[src/rtl/lmwc_pkg.sv]
`timescale 1ns / 1ps
// ----------------------------------------------------------------------------
// lmwc_pkg
// Shared types, constants and helpers of the lag multiply-with-carry generator.
// ----------------------------------------------------------------------------
package lmwc_pkg;

  // ring geometry
  localparam int RING_DEPTH = 256;
  localparam int RING_AW    = (RING_DEPTH > 1) ? $clog2(RING_DEPTH) : 1;
  localparam logic [8:0] RING_LIMIT = 9'(RING_DEPTH);

  // field widths
  localparam int BYTE_W   = 8;
  localparam int CARRY_W  = 16;
  localparam int MULT_W   = 16;
  localparam int LAG_W    = 8;
  localparam int VAR_W    = 2;
  localparam int WB_W     = 2;
  localparam int RESULT_W = 32;
  localparam int CFG_IDX_W  = 2;
  localparam int CFG_DATA_W = 16;

  // operation codes
  localparam logic OP_SEED = 1'b0;
  localparam logic OP_GEN  = 1'b1;

  // generate sizes
  localparam logic [WB_W-1:0] WB_ONE = 2'd0;
  localparam logic [WB_W-1:0] WB_TWO = 2'd1;

  // high-part term selection
  localparam logic [VAR_W-1:0] VAR_NONE  = 2'd0;
  localparam logic [VAR_W-1:0] VAR_ADD_X = 2'd1;

  // configuration register indexes
  localparam logic [CFG_IDX_W-1:0] CFG_MULT  = 2'd0;
  localparam logic [CFG_IDX_W-1:0] CFG_LAG   = 2'd1;
  localparam logic [CFG_IDX_W-1:0] CFG_CARRY = 2'd2;
  localparam logic [CFG_IDX_W-1:0] CFG_VAR   = 2'd3;

  // configuration reset values
  localparam logic [MULT_W-1:0]  MULT_RST  = 16'd0;
  localparam logic [LAG_W-1:0]   LAG_RST   = 8'd1;
  localparam logic [CARRY_W-1:0] CARRY_RST = 16'd0;
  localparam logic [VAR_W-1:0]   VAR_RST   = 2'd2;

  typedef struct packed {
    logic [MULT_W-1:0]  multiplier;
    logic [LAG_W-1:0]   lag;
    logic [CARRY_W-1:0] initial_carry;
    logic [VAR_W-1:0]   variant;
  } cfg_t;

  typedef struct packed {
    logic [BYTE_W-1:0]  rnd_byte;
    logic [CARRY_W-1:0] carry;
    logic [LAG_W-1:0]   next_pos;
  } step_t;

  // Map an 8-bit position to a ring address; out-of-range positions use entry 0.
  function automatic logic [RING_AW-1:0] ring_index(input logic [LAG_W-1:0] pos);
    logic [RING_AW-1:0] idx;
    idx = '0;
    if ({1'b0, pos} < RING_LIMIT) begin
      idx = pos[RING_AW-1:0];
    end
    return idx;
  endfunction

endpackage

[src/rtl/lmwc_in_if.sv]
`timescale 1ns / 1ps
// ----------------------------------------------------------------------------
// lmwc_in_if
// Request channel: seed loads and generate requests.
// ----------------------------------------------------------------------------
interface lmwc_in_if import lmwc_pkg::*; ();
  logic              valid;
  logic              ready;
  logic              op;
  logic [7:0]        seed_index;
  logic [7:0]        seed_value;
  logic [WB_W-1:0]   word_bytes;

  modport source (output valid, output op, output seed_index, output seed_value,
                  output word_bytes, input ready);
  modport sink   (input valid, input op, input seed_index, input seed_value,
                  input word_bytes, output ready);
endinterface

[src/rtl/lmwc_out_if.sv]
`timescale 1ns / 1ps
// ----------------------------------------------------------------------------
// lmwc_out_if
// Result channel: packed random words.
// ----------------------------------------------------------------------------
interface lmwc_out_if import lmwc_pkg::*; ();
  logic                valid;
  logic                ready;
  logic [RESULT_W-1:0] random_value;

  modport source (output valid, output random_value, input ready);
  modport sink   (input valid, input random_value, output ready);
endinterface

[src/rtl/lmwc_ram.sv]
`timescale 1ns / 1ps
// ----------------------------------------------------------------------------
// lmwc_ram
// Generic single-write, single-read RAM with registered read data.
// ----------------------------------------------------------------------------
module lmwc_ram #(
  parameter int WIDTH = 8,
  parameter int DEPTH = 256,
  localparam int AW   = (DEPTH > 1) ? $clog2(DEPTH) : 1
) (
  input  logic             clk_i,
  input  logic             we_i,
  input  logic [AW-1:0]    waddr_i,
  input  logic [WIDTH-1:0] wdata_i,
  input  logic             re_i,
  input  logic [AW-1:0]    raddr_i,
  output logic [WIDTH-1:0] rdata_o
);

  logic [WIDTH-1:0] mem_q [DEPTH];
  logic [WIDTH-1:0] rdata_q;

  // write port
  always_ff @(posedge clk_i) begin
    if (we_i) begin
      mem_q[waddr_i] <= wdata_i;
    end
  end

  // registered read port
  always_ff @(posedge clk_i) begin
    if (re_i) begin
      rdata_q <= mem_q[raddr_i];
    end
  end

  assign rdata_o = rdata_q;

endmodule

[src/rtl/lmwc_step.sv]
`timescale 1ns / 1ps
// ----------------------------------------------------------------------------
// lmwc_step
// One multiply-with-carry step: new byte, new carry and next ring position.
// ----------------------------------------------------------------------------
module lmwc_step import lmwc_pkg::*; (
  input  logic [BYTE_W-1:0]  x_i,
  input  logic [CARRY_W-1:0] carry_i,
  input  logic [LAG_W-1:0]   pos_i,
  input  cfg_t               cfg_i,
  output step_t              res_o
);

  logic [BYTE_W-1:0]  mul_lo;
  logic [BYTE_W-1:0]  mul_hi;
  logic [CARRY_W-1:0] prod_lo;
  logic [CARRY_W-1:0] prod_hi;
  logic [CARRY_W-1:0] t_val;
  logic [CARRY_W-1:0] hi_term;
  logic [LAG_W:0]     pos_inc;

  assign mul_lo = cfg_i.multiplier[BYTE_W-1:0];
  assign mul_hi = cfg_i.multiplier[MULT_W-1:BYTE_W];

  // two independent 8x8 products
  assign prod_lo = x_i * mul_lo;
  assign prod_hi = x_i * mul_hi;

  // t wraps at 16 bits
  assign t_val = prod_lo + carry_i;

  // select the high-part term
  always_comb begin
    case (cfg_i.variant)
      VAR_NONE:  hi_term = '0;
      VAR_ADD_X: hi_term = {{(CARRY_W-BYTE_W){1'b0}}, x_i};
      default:   hi_term = prod_hi;
    endcase
  end

  // advance the position and wrap at lag
  assign pos_inc = {1'b0, pos_i} + 9'd1;

  always_comb begin
    res_o.rnd_byte = t_val[BYTE_W-1:0];
    res_o.carry    = {{(CARRY_W-BYTE_W){1'b0}}, t_val[CARRY_W-1:BYTE_W]} + hi_term;
    if (pos_inc >= {1'b0, cfg_i.lag}) begin
      res_o.next_pos = '0;
    end else begin
      res_o.next_pos = pos_inc[LAG_W-1:0];
    end
  end

endmodule

[src/rtl/lag_multiply_with_carry_rng.sv]
`timescale 1ns / 1ps
// ----------------------------------------------------------------------------
// lag_multiply_with_carry_rng
// Lag-r multiply-with-carry random byte generator, base 256.
// ----------------------------------------------------------------------------
// Usage:
//   in_i carries request words: op 0 loads seed_value into ring entry
//   seed_index and restarts the position and carry; op 1 asks for 1, 2 or 4
//   random bytes (word_bytes), returned as one word on out_o, first byte
//   in bits 7..0 and unused upper bits zero. A seed load returns nothing.
//   Registers (multiplier, lag, initial_carry, variant) are written through
//   cfg_we_i / cfg_idx_i / cfg_wdata_i while no request is in flight.
// Sequencing:
//   A seed load is done in its accept cycle and leaves the block idle. A
//   generate issues the ring read in the accept cycle, then does one
//   read-modify-write of the ring RAM per byte, each byte using the carry
//   of the previous one. The result is valid after the last byte; no new
//   request is accepted until the word has left the engine.
// Reset and stalls:
//   Reset clears carry, position and the registers to their defaults; the
//   ring is undefined until seeded. The output register holds a finished
//   word while out_o stalls, and new requests are accepted meanwhile; only
//   a second finished word waits in the engine until the first is taken.
// ----------------------------------------------------------------------------
module lag_multiply_with_carry_rng import lmwc_pkg::*; (
  input  logic                  clk_i,
  input  logic                  rst_ni,
  input  logic                  cfg_we_i,
  input  logic [CFG_IDX_W-1:0]  cfg_idx_i,
  input  logic [CFG_DATA_W-1:0] cfg_wdata_i,
  lmwc_in_if.sink               in_i,
  lmwc_out_if.source            out_o
);

  typedef enum logic [2:0] {
    S_IDLE = 3'b001,
    S_CALC = 3'b010,
    S_HOLD = 3'b100
  } state_e;

  state_e state_q, state_d;

  cfg_t cfg_q;

  logic [CARRY_W-1:0]  carry_q, carry_d;
  logic [LAG_W-1:0]    pos_q, pos_d;
  logic [1:0]          k_q, k_d;
  logic [1:0]          last_q, last_d;
  logic [RESULT_W-1:0] accum_q, accum_d;
  logic                fwd_valid_q, fwd_valid_d;
  logic [BYTE_W-1:0]   fwd_byte_q, fwd_byte_d;
  logic                out_valid_q, out_valid_d;
  logic [RESULT_W-1:0] out_data_q, out_data_d;

  logic                in_fire;
  logic                slot_free;
  logic                seed_ok;
  logic                ram_we;
  logic [RING_AW-1:0]  ram_waddr;
  logic [BYTE_W-1:0]   ram_wdata;
  logic                ram_re;
  logic [RING_AW-1:0]  ram_raddr;
  logic [BYTE_W-1:0]   ram_rdata;
  logic [BYTE_W-1:0]   x_cur;
  logic [RING_AW-1:0]  cur_idx;
  logic [RING_AW-1:0]  nxt_idx;
  step_t               step_res;

  assign in_i.ready   = (state_q == S_IDLE);
  assign in_fire      = in_i.valid && in_i.ready;
  assign slot_free    = !out_valid_q || out_o.ready;
  assign seed_ok      = ({1'b0, in_i.seed_index} < RING_LIMIT);
  assign out_o.valid  = out_valid_q;
  assign out_o.random_value = out_data_q;

  // configuration registers
  always_ff @(posedge clk_i or negedge rst_ni) begin
    if (!rst_ni) begin
      cfg_q.multiplier    <= MULT_RST;
      cfg_q.lag           <= LAG_RST;
      cfg_q.initial_carry <= CARRY_RST;
      cfg_q.variant       <= VAR_RST;
    end else if (cfg_we_i) begin
      case (cfg_idx_i)
        CFG_MULT:  cfg_q.multiplier    <= cfg_wdata_i;
        CFG_LAG:   cfg_q.lag           <= cfg_wdata_i[LAG_W-1:0];
        CFG_CARRY: cfg_q.initial_carry <= cfg_wdata_i;
        CFG_VAR:   cfg_q.variant       <= cfg_wdata_i[VAR_W-1:0];
        default:   ;
      endcase
    end
  end

  // ring memory
  lmwc_ram #(
    .WIDTH (BYTE_W),
    .DEPTH (RING_DEPTH)
  ) u_ring (
    .clk_i   (clk_i),
    .we_i    (ram_we),
    .waddr_i (ram_waddr),
    .wdata_i (ram_wdata),
    .re_i    (ram_re),
    .raddr_i (ram_raddr),
    .rdata_o (ram_rdata)
  );

  // take the forwarded byte when the ring entry was just rewritten
  assign x_cur   = fwd_valid_q ? fwd_byte_q : ram_rdata;
  assign cur_idx = ring_index(pos_q);
  assign nxt_idx = ring_index(step_res.next_pos);

  lmwc_step u_step (
    .x_i     (x_cur),
    .carry_i (carry_q),
    .pos_i   (pos_q),
    .cfg_i   (cfg_q),
    .res_o   (step_res)
  );

  // sequencer and datapath
  always_comb begin
    state_d     = state_q;
    carry_d     = carry_q;
    pos_d       = pos_q;
    k_d         = k_q;
    last_d      = last_q;
    accum_d     = accum_q;
    fwd_valid_d = 1'b0;
    fwd_byte_d  = fwd_byte_q;
    out_valid_d = out_valid_q && !out_o.ready;
    out_data_d  = out_data_q;
    ram_we      = 1'b0;
    ram_waddr   = in_i.seed_index[RING_AW-1:0];
    ram_wdata   = in_i.seed_value;
    ram_re      = 1'b0;
    ram_raddr   = cur_idx;

    case (state_q)
      S_IDLE: begin
        if (in_fire) begin
          if (in_i.op == OP_SEED) begin
            ram_we  = seed_ok;
            pos_d   = '0;
            carry_d = cfg_q.initial_carry;
          end else begin
            ram_re  = 1'b1;
            k_d     = '0;
            accum_d = '0;
            case (in_i.word_bytes)
              WB_ONE:  last_d = 2'd0;
              WB_TWO:  last_d = 2'd1;
              default: last_d = 2'd3;
            endcase
            state_d = S_CALC;
          end
        end
      end
      S_CALC: begin
        // write the new byte back and advance
        ram_we    = 1'b1;
        ram_waddr = cur_idx;
        ram_wdata = step_res.rnd_byte;
        carry_d   = step_res.carry;
        pos_d     = step_res.next_pos;
        accum_d[{k_q, 3'b000} +: BYTE_W] = step_res.rnd_byte;
        if (k_q == last_q) begin
          if (slot_free) begin
            out_valid_d = 1'b1;
            out_data_d  = accum_d;
            state_d     = S_IDLE;
          end else begin
            state_d = S_HOLD;
          end
        end else begin
          k_d         = k_q + 2'd1;
          ram_re      = 1'b1;
          ram_raddr   = nxt_idx;
          fwd_valid_d = (nxt_idx == cur_idx);
          fwd_byte_d  = step_res.rnd_byte;
        end
      end
      S_HOLD: begin
        if (slot_free) begin
          out_valid_d = 1'b1;
          out_data_d  = accum_q;
          state_d     = S_IDLE;
        end
      end
      default: begin
        state_d = S_IDLE;
      end
    endcase
  end

  // control state
  always_ff @(posedge clk_i or negedge rst_ni) begin
    if (!rst_ni) begin
      state_q     <= S_IDLE;
      carry_q     <= '0;
      pos_q       <= '0;
      k_q         <= '0;
      last_q      <= '0;
      fwd_valid_q <= 1'b0;
      out_valid_q <= 1'b0;
    end else begin
      state_q     <= state_d;
      carry_q     <= carry_d;
      pos_q       <= pos_d;
      k_q         <= k_d;
      last_q      <= last_d;
      fwd_valid_q <= fwd_valid_d;
      out_valid_q <= out_valid_d;
    end
  end

  // payload
  always_ff @(posedge clk_i) begin
    accum_q    <= accum_d;
    fwd_byte_q <= fwd_byte_d;
    out_data_q <= out_data_d;
  end

`ifndef SYNTHESIS
  a_fwd_only_calc: assert property (@(posedge clk_i) disable iff (!rst_ni)
    fwd_valid_q |-> state_q == S_CALC)
    else $error("forwarded byte outside of a generate run");

  a_hold_needs_busy_out: assert property (@(posedge clk_i) disable iff (!rst_ni)
    state_q == S_HOLD |-> out_valid_q)
    else $error("result held back while the output slot is empty");

  a_rose_from_engine: assert property (@(posedge clk_i) disable iff (!rst_ni)
    $rose(out_valid_q) |-> ($past(state_q) == S_CALC || $past(state_q) == S_HOLD))
    else $error("output word appeared without a finished generate");

  a_byte_count: assert property (@(posedge clk_i) disable iff (!rst_ni)
    state_q == S_CALC |-> k_q <= last_q)
    else $error("byte counter ran past the requested size");
`endif

endmodule
[src/flat_wrapper.sv]
// flat-port wrapper written by rule: the top's interface ports become plain ports
module lag_multiply_with_carry_rng_flat import lmwc_pkg::*;
  (clk_i, rst_ni, cfg_we_i, cfg_idx_i, cfg_wdata_i, in_i_valid, in_i_op, in_i_seed_index, in_i_seed_value, in_i_word_bytes, in_i_ready, out_o_valid, out_o_random_value, out_o_ready);
  lmwc_in_if in_i_i ();
  lmwc_out_if out_o_i ();
  input  logic clk_i;
  input  logic rst_ni;
  input  logic cfg_we_i;
  input  logic [CFG_IDX_W-1:0] cfg_idx_i;
  input  logic [CFG_DATA_W-1:0] cfg_wdata_i;
  input wire logic [$bits(in_i_i.valid)-1:0] in_i_valid;
  input wire logic [$bits(in_i_i.op)-1:0] in_i_op;
  input wire logic [$bits(in_i_i.seed_index)-1:0] in_i_seed_index;
  input wire logic [$bits(in_i_i.seed_value)-1:0] in_i_seed_value;
  input wire logic [$bits(in_i_i.word_bytes)-1:0] in_i_word_bytes;
  output wire logic [$bits(in_i_i.ready)-1:0] in_i_ready;
  output wire logic [$bits(out_o_i.valid)-1:0] out_o_valid;
  output wire logic [$bits(out_o_i.random_value)-1:0] out_o_random_value;
  input wire logic [$bits(out_o_i.ready)-1:0] out_o_ready;
  assign in_i_i.valid = in_i_valid;
  assign in_i_i.op = in_i_op;
  assign in_i_i.seed_index = in_i_seed_index;
  assign in_i_i.seed_value = in_i_seed_value;
  assign in_i_i.word_bytes = in_i_word_bytes;
  assign in_i_ready = in_i_i.ready;
  assign out_o_valid = out_o_i.valid;
  assign out_o_random_value = out_o_i.random_value;
  assign out_o_i.ready = out_o_ready;
  lag_multiply_with_carry_rng u_core (.clk_i(clk_i), .rst_ni(rst_ni), .cfg_we_i(cfg_we_i), .cfg_idx_i(cfg_idx_i), .cfg_wdata_i(cfg_wdata_i), .in_i(in_i_i), .out_o(out_o_i));
endmodule
[config.mk]
export PLATFORM = sky130hd
export DESIGN_NAME = lag_multiply_with_carry_rng_flat
export DESIGN_NICKNAME = d
export VERILOG_FILES = /design/src/rtl/lmwc_pkg.sv /design/src/rtl/lmwc_in_if.sv /design/src/rtl/lmwc_out_if.sv /design/src/rtl/lmwc_ram.sv /design/src/rtl/lmwc_step.sv /design/src/rtl/lag_multiply_with_carry_rng.sv /design/src/flat_wrapper.sv
export SDC_FILE = /design/constraint.sdc
export NUM_CORES = 2
export LEC_CHECK = 0
export ABC_AREA = 1
export BUFFER_PORTS_ARGS = -buffer_cell sky130_fd_sc_hd__buf_2
export CORE_MARGIN = 4
export CORE_UTILIZATION = 45
export DETAILED_ROUTE_END_ITERATION = 7
export PLACE_DENSITY = 0.57
export RECOVER_POWER = 100
export SETUP_SLACK_MARGIN = 0.15
export SYNTH_ARGS = -nofsm -noshare
export SYNTH_HDL_FRONTEND = slang
export SYNTH_SLANG_ARGS = --single-unit
[constraint.sdc]
create_clock -name clk_i -period 29.7 [get_ports clk_i]
set_clock_uncertainty 0.2 [all_clocks]
set_input_delay 2.97 -clock clk_i [delete_from_list [all_inputs] [get_ports clk_i]]
set_output_delay 2.97 -clock clk_i [all_outputs]
set_load 0.02 [all_outputs]
**After elaboration in Yosys (flattened, before gate mapping)**

Memory sizes are Yosys's and may differ from the RTL's. A register that Yosys moved wholly into a read port is not among the register bits.
Index checks and enable logic that the tools add are counted.

- Register bits after elaboration: 147
- Latch bits: 0
- Memory bits (writable): 2048
- ROM bits: 0
- Input bits: 42
- Output and inout port bits: 34
- Memories kept: 1

Memories:

| name | words | width | rd ports | clocked after memory_dff | wr ports | RTL line | text |
|---|---|---|---|---|---|---|---|
| u_core.u_ring.mem_q | 256 | 8 | 1 | 1 | 1 | lmwc_ram.sv:20 | `logic [WIDTH-1:0] mem_q [DEPTH];` |

- Add/subtract/negate cells: 5
- $mul: 2
- Divide/modulo/power cells: 0
- Magnitude comparators: 1
- Equality and inequality tests: 17
- Shift-type cells: 2
- Multiplexer cells: 46
- Bitwise logic cells: 1
- Reduce and logical (&&, ||, !) cells: 21

Operator list:

| operator | count |
|---|---|
| $mux W32 | 5 |
| $pmux W32 S2 | 2 |
| $mux W8 | 8 |
| $pmux W16 S2 | 2 |
| $bwmux W32 | 1 |
| $mul A8 B8 Y16 | 2 |
| $mux W16 | 2 |
| $shift A8 B7 Y32 const A | 1 |
| $shiftx A8 B7 Y32 | 1 |
| $add A16 B16 Y16 | 1 |
| $add A8 B16 Y16 | 1 |
| $pmux W8 S2 | 1 |
| $mux W3 | 5 |
| $reduce_and A4 Y1 | 3 |
| $mux W1 | 11 |
| $reduce_and A2 Y1 | 5 |
| $add A8 B1 Y9 const B | 1 |
| $ge A9 B8 Y1 | 1 |
| $pmux W3 S3 | 1 |
| $reduce_and A3 Y1 | 3 |
| $eq A8 B8 Y1 | 1 |
| $ne A2 B2 Y1 const B | 4 |
| $pmux W2 S2 | 2 |
| $neg A5 Y7 | 1 |
| other kinds (16) | 30 |

**Logic depth before layout (Yosys ltp)**

- Word-level depth: 8
- Mapped depth: 38
- Depth with buffers taken out: 38

**Cells and area by module**

Synthesis repeated with hierarchy kept, for this count alone.

- Cell total of the unflattened synthesis: 8653
- Area, all modules: 96338.6 sq um

By module, submodules not included:

| module | times used | cells an instance | area each (sq um) | seq. area each (sq um) |
|---|---|---|---|---|
| lmwc_ram | 1 | 7003 | 83476.3 | 61739.2 |
| lag_multiply_with_carry_rng | 1 | 769 | 6966.7 | 4042.6 |
| lmwc_step | 1 | 881 | 5895.7 | 0.0 |

**Least setup slack after synthesis**

No wires, ideal clock.

- Path type: register to register
- Start: register u_core.fwd_valid_q
- End: memory u_core.u_ring.mem_q[0][7] (data pin)
- Library setup time: 2186 ps
- Arrival time: 13934 ps
- Data required time: 27314 ps
- Slack: 13379 ps
- Cell stages (with the launch flop): 19
- Buffers on the path: 0
- Period minus slack after synthesis: 16321 ps
- Path through: dfrtp_1 -> inv_1 -> or2_2 -> nand2_1 -> clkinv_1 -> nand2_1 -> fa_1 -> inv_1 -> fa_1 -> inv_1 -> fa_1 -> fa_1 -> inv_1 -> ha_1 -> a21oi_1 -> and2_1 -> xor2_1 -> inv_1 -> o21ai_0

RTL lines:

| item | RTL line | text |
|---|---|---|
| start, declared | lag_multiply_with_carry_rng.sv:50 | `logic fwd_valid_q, fwd_valid_d;` |
| start signal, assigned | lag_multiply_with_carry_rng.sv:212 | `fwd_valid_q <= fwd_valid_d;` |
| end, declared | lmwc_ram.sv:20 |  |

==> summary.txt <==
Status -> finished with violations
Violated checks -> capacitance limit, slew limit
Share of layout cells above drive strength 1 -> 4.83%
Critical path class -> flip-flop to flip-flop
Routed Wire Length -> 287,000 µm
Mapped Cells -> 9,951
Worst Path Max Fanout -> 148
Syn nets -> 10,200
Syn_area_per_cell -> 10.2 µm²
Global-route wire length before repair -> 428,000 µm
Clock Latency Late Sink -> 0.88 ns
Post-CTS Setup Inserts -> 0
Post-synth cell types -> 48
PwrDens -> 98.6 nW/µm²
Top Ports -> 76
Antenna viol nets, final -> 0
Setup-failing EPs final -> 0
Area of the die -> 233,000 µm²
Minimum clock period -> 17.67 ns
Drt first pass iters -> 6
Die Span X -> 483 µm
Slew Viols, Final -> 2,654
Num CTS Buffers -> 226
Post-Syn Area -> 101,000 µm²
PortBufs -> 75
Initial antenna violation count -> 12
Setup TNS -> 0 ns
Max-Cap Viols -> 41
Async S/R FF share, synth -> 3.40%
Setup crit end kind -> flip-flop
Number of synthesized flops with an enable pin -> 2,128
Peak VDD IR -> 92.4 µV
Cell taking the most area after synthesis -> edfxtp_1
Tcrit/Tclk final -> 59.5%
Fmax -> 56.6 MHz
Max H-tree Level -> 4
Initial Util -> 45.2%
Final Hold Viols -> 0
Syn-to-layout area delta -> 9.60%
RSZ-0062 raised after global routing -> no
Grt total ovfl -> 0
Most frequent cells in the layout -> nand2_1 (2,428), edfxtp_1 (2,128), nand3_1 (1,855)
Final core utilization -> 49.5%
Syn. warnings -> 0
Non-Filler Instances -> 13,000
Clock root buffer -> clkbuf_16
Clk sink count -> 2,203
Per-cell routed wire length -> 22.0 µm
Commonest non-fill, non-tap cell in the layout -> nand2_1
Hold buffer count at cts -> 0
Post-DR vias/cell -> 5.31
DRT iter0 DRCs -> 7,258
Worst EP required -> 28.94 ns
Total GRT Usage -> 24.3%
Hold Path Class -> flip-flop to flip-flop
Final nets -> 10,000
Max clock buf depth -> 3
Crit path DAT -> 16.91 ns
Clk slew on worst S/H paths -> 0.06 ns
Largest net degree at the start of global routing -> 189
Tot Pwr -> 11.0 mW
Vias in the first global route -> 65,600
DRC Markers -> 0
Leak -> 45.5 nW
Yosys reg bits -> 2,203
Slew margin rel. -> -528%
Vias -> 69,100
Die extent in y -> 483 µm
Startpoint Class -> flip-flop
CTS resizes -> 0
Synth top area share -> 63.0%
Register area share after synthesis -> 64.8%
Worst-margin pin slew -> 9.41 ns
Most used DFF post-synth -> edfxtp_1
Largest cells by area after synthesis -> edfxtp_1 (63%), nand3_1 (9.2%), nand2_1 (9.0%), inv_1 (6.4%), dfrtp_1 (1.8%)
Core area -> 224,000 µm²
Final GP Congestion -> 0.876
Dpl cells -> 12,600
Number of cell rows -> 174
CTS tree -> built
Dpl hpwl -> 163,000 µm
[state kept, by name, summed over array words and instances, names as in the netlist]
name / flops
u_core.fwd_valid_q: 1
u_core.state_q: 3
u_core.out_o.valid: 1
u_core.k_q: 2
u_core.carry_q: 16
u_core.u_ring.rdata_o: 8
u_core.fwd_byte_q: 8
u_core.accum_q: 32
u_core.cur_idx: 8
u_core.cfg_q: 42
u_core.last_q: 2
u_core.u_ring.mem_q: 2048
u_core.out_o.random_value: 32
[report_power, final]
group / internal, mW / total (mW) / switching, mW
Combinational: 1.22 / 4.28 / 3.06
Clock: 1.61 / 2.81 / 1.21
Sequential: 3.83 / 3.87 / 0.0400
[logic make-up (layout without fill, tap and decap cells)]
| family | after synthesis | after routing | synth area share, % |
|---|---|---|---|
| simple gates | 4931 | 4931 | 21.3 |
| fa+ha+maj | 180 | 180 | 2.86 |
| mux | 1 | 1 | 0.0111 |
| compound gates | 318 | 318 | 1.80 |
| xor+xnor | 31 | 31 | 0.268 |
| buf+inv | 2287 | 2347 | 8.91 |
| flops | 2203 | 2203 | 64.8 |
| other cells | 0 | 4 | 0 |
[cell usage after synthesis, types with 2 or more instances]
master,count
a21o_1,4
o211ai_1,53
dfrtp_1,72
nor2_1,420
xor2_1,21
a31oi_1,5
a21oi_1,46
inv_2,7
ha_1,93
dfstp_2,3
o21ai_1,13
o22ai_1,44
clkbuf_1,159
buf_4,4
a211oi_1,2
fa_1,87
nor3_1,13
inv_1,1739
clkinv_1,3
buf_1,29
buf_2,344
edfxtp_1,2128
nand4_1,3
o21ai_0,142
a22oi_1,3
nand3_1,1855
xnor2_1,10
or2_2,20
nand2_1,2437
nand3b_1,169
nand2_2,6
[routing by layer]
metal  vias up  global-route usage (%)  wire (µm)
li1      32400                       -          -
met1     33700                    34.9     124000
met2      2597                    38.0     131000
met3       456                    3.73      22200
met4         2                    8.21       9630
met5         -                       0         12
[path summary, 6_finish.rpt]
check | start | to | slack [ns] | cells after the start
min in group asynchronous | rst_ni | u_core.cfg_q[16] | 2.12 | 1
worst min register to register | u_core.cfg_q[21] | u_core.cfg_q[21] | 0.29 | 2
worst max-delay path | u_core.fwd_valid_q | u_core.u_ring.mem_q[227][2] | 12.03 | 15
worst max register to register | u_core.fwd_valid_q | u_core.u_ring.mem_q[227][2] | 12.03 | 15
max in group asynchronous | rst_ni | u_core.cur_idx[0] | 23.65 | 2
worst min-delay path | u_core.cfg_q[21] | u_core.cfg_q[21] | 0.29 | 2
[stage by stage]
step	instance area, µm²	hold WS (ns)	setup slack (ns)
floorplan	101000	0.248	13.38
global placement	104000	0.270	21.79
detailed placement	104000	0.277	21.80
CTS	112000	0.293	21.75
global route	111000	0.310	11.02
finish	111000	0.292	12.03
[worst max-delay path, stage by stage (launching register included)]
cell and delay, ns:
dfrtp_1 0.46, inv_1 0.15, or2_2 0.29, o21ai_0 0.08, clkbuf_1 0.62, inv_1 0.21, nand2_1 0.14, fa_1 0.19
inv_1 0.05, ha_1 0.31, ha_1 0.28, ha_1 0.40, inv_1 0.08, o21ai_0 3.54, clkbuf_1 3.03, clkbuf_1 5.93
[cell type report]
type / instances / area, µm²
clock inverter: 141 / 1310
timing repair buffer: 178 / 1060
antenna: 4 / 10.0
inverter: 1750 / 6600
sequential: 2203 / 65800
fill: 20300 / 113000
tap: 2992 / 3740
clock buffer: 278 / 5940
multi-input combinational: 5461 / 26800
Power figures use the tool's default switching activity.
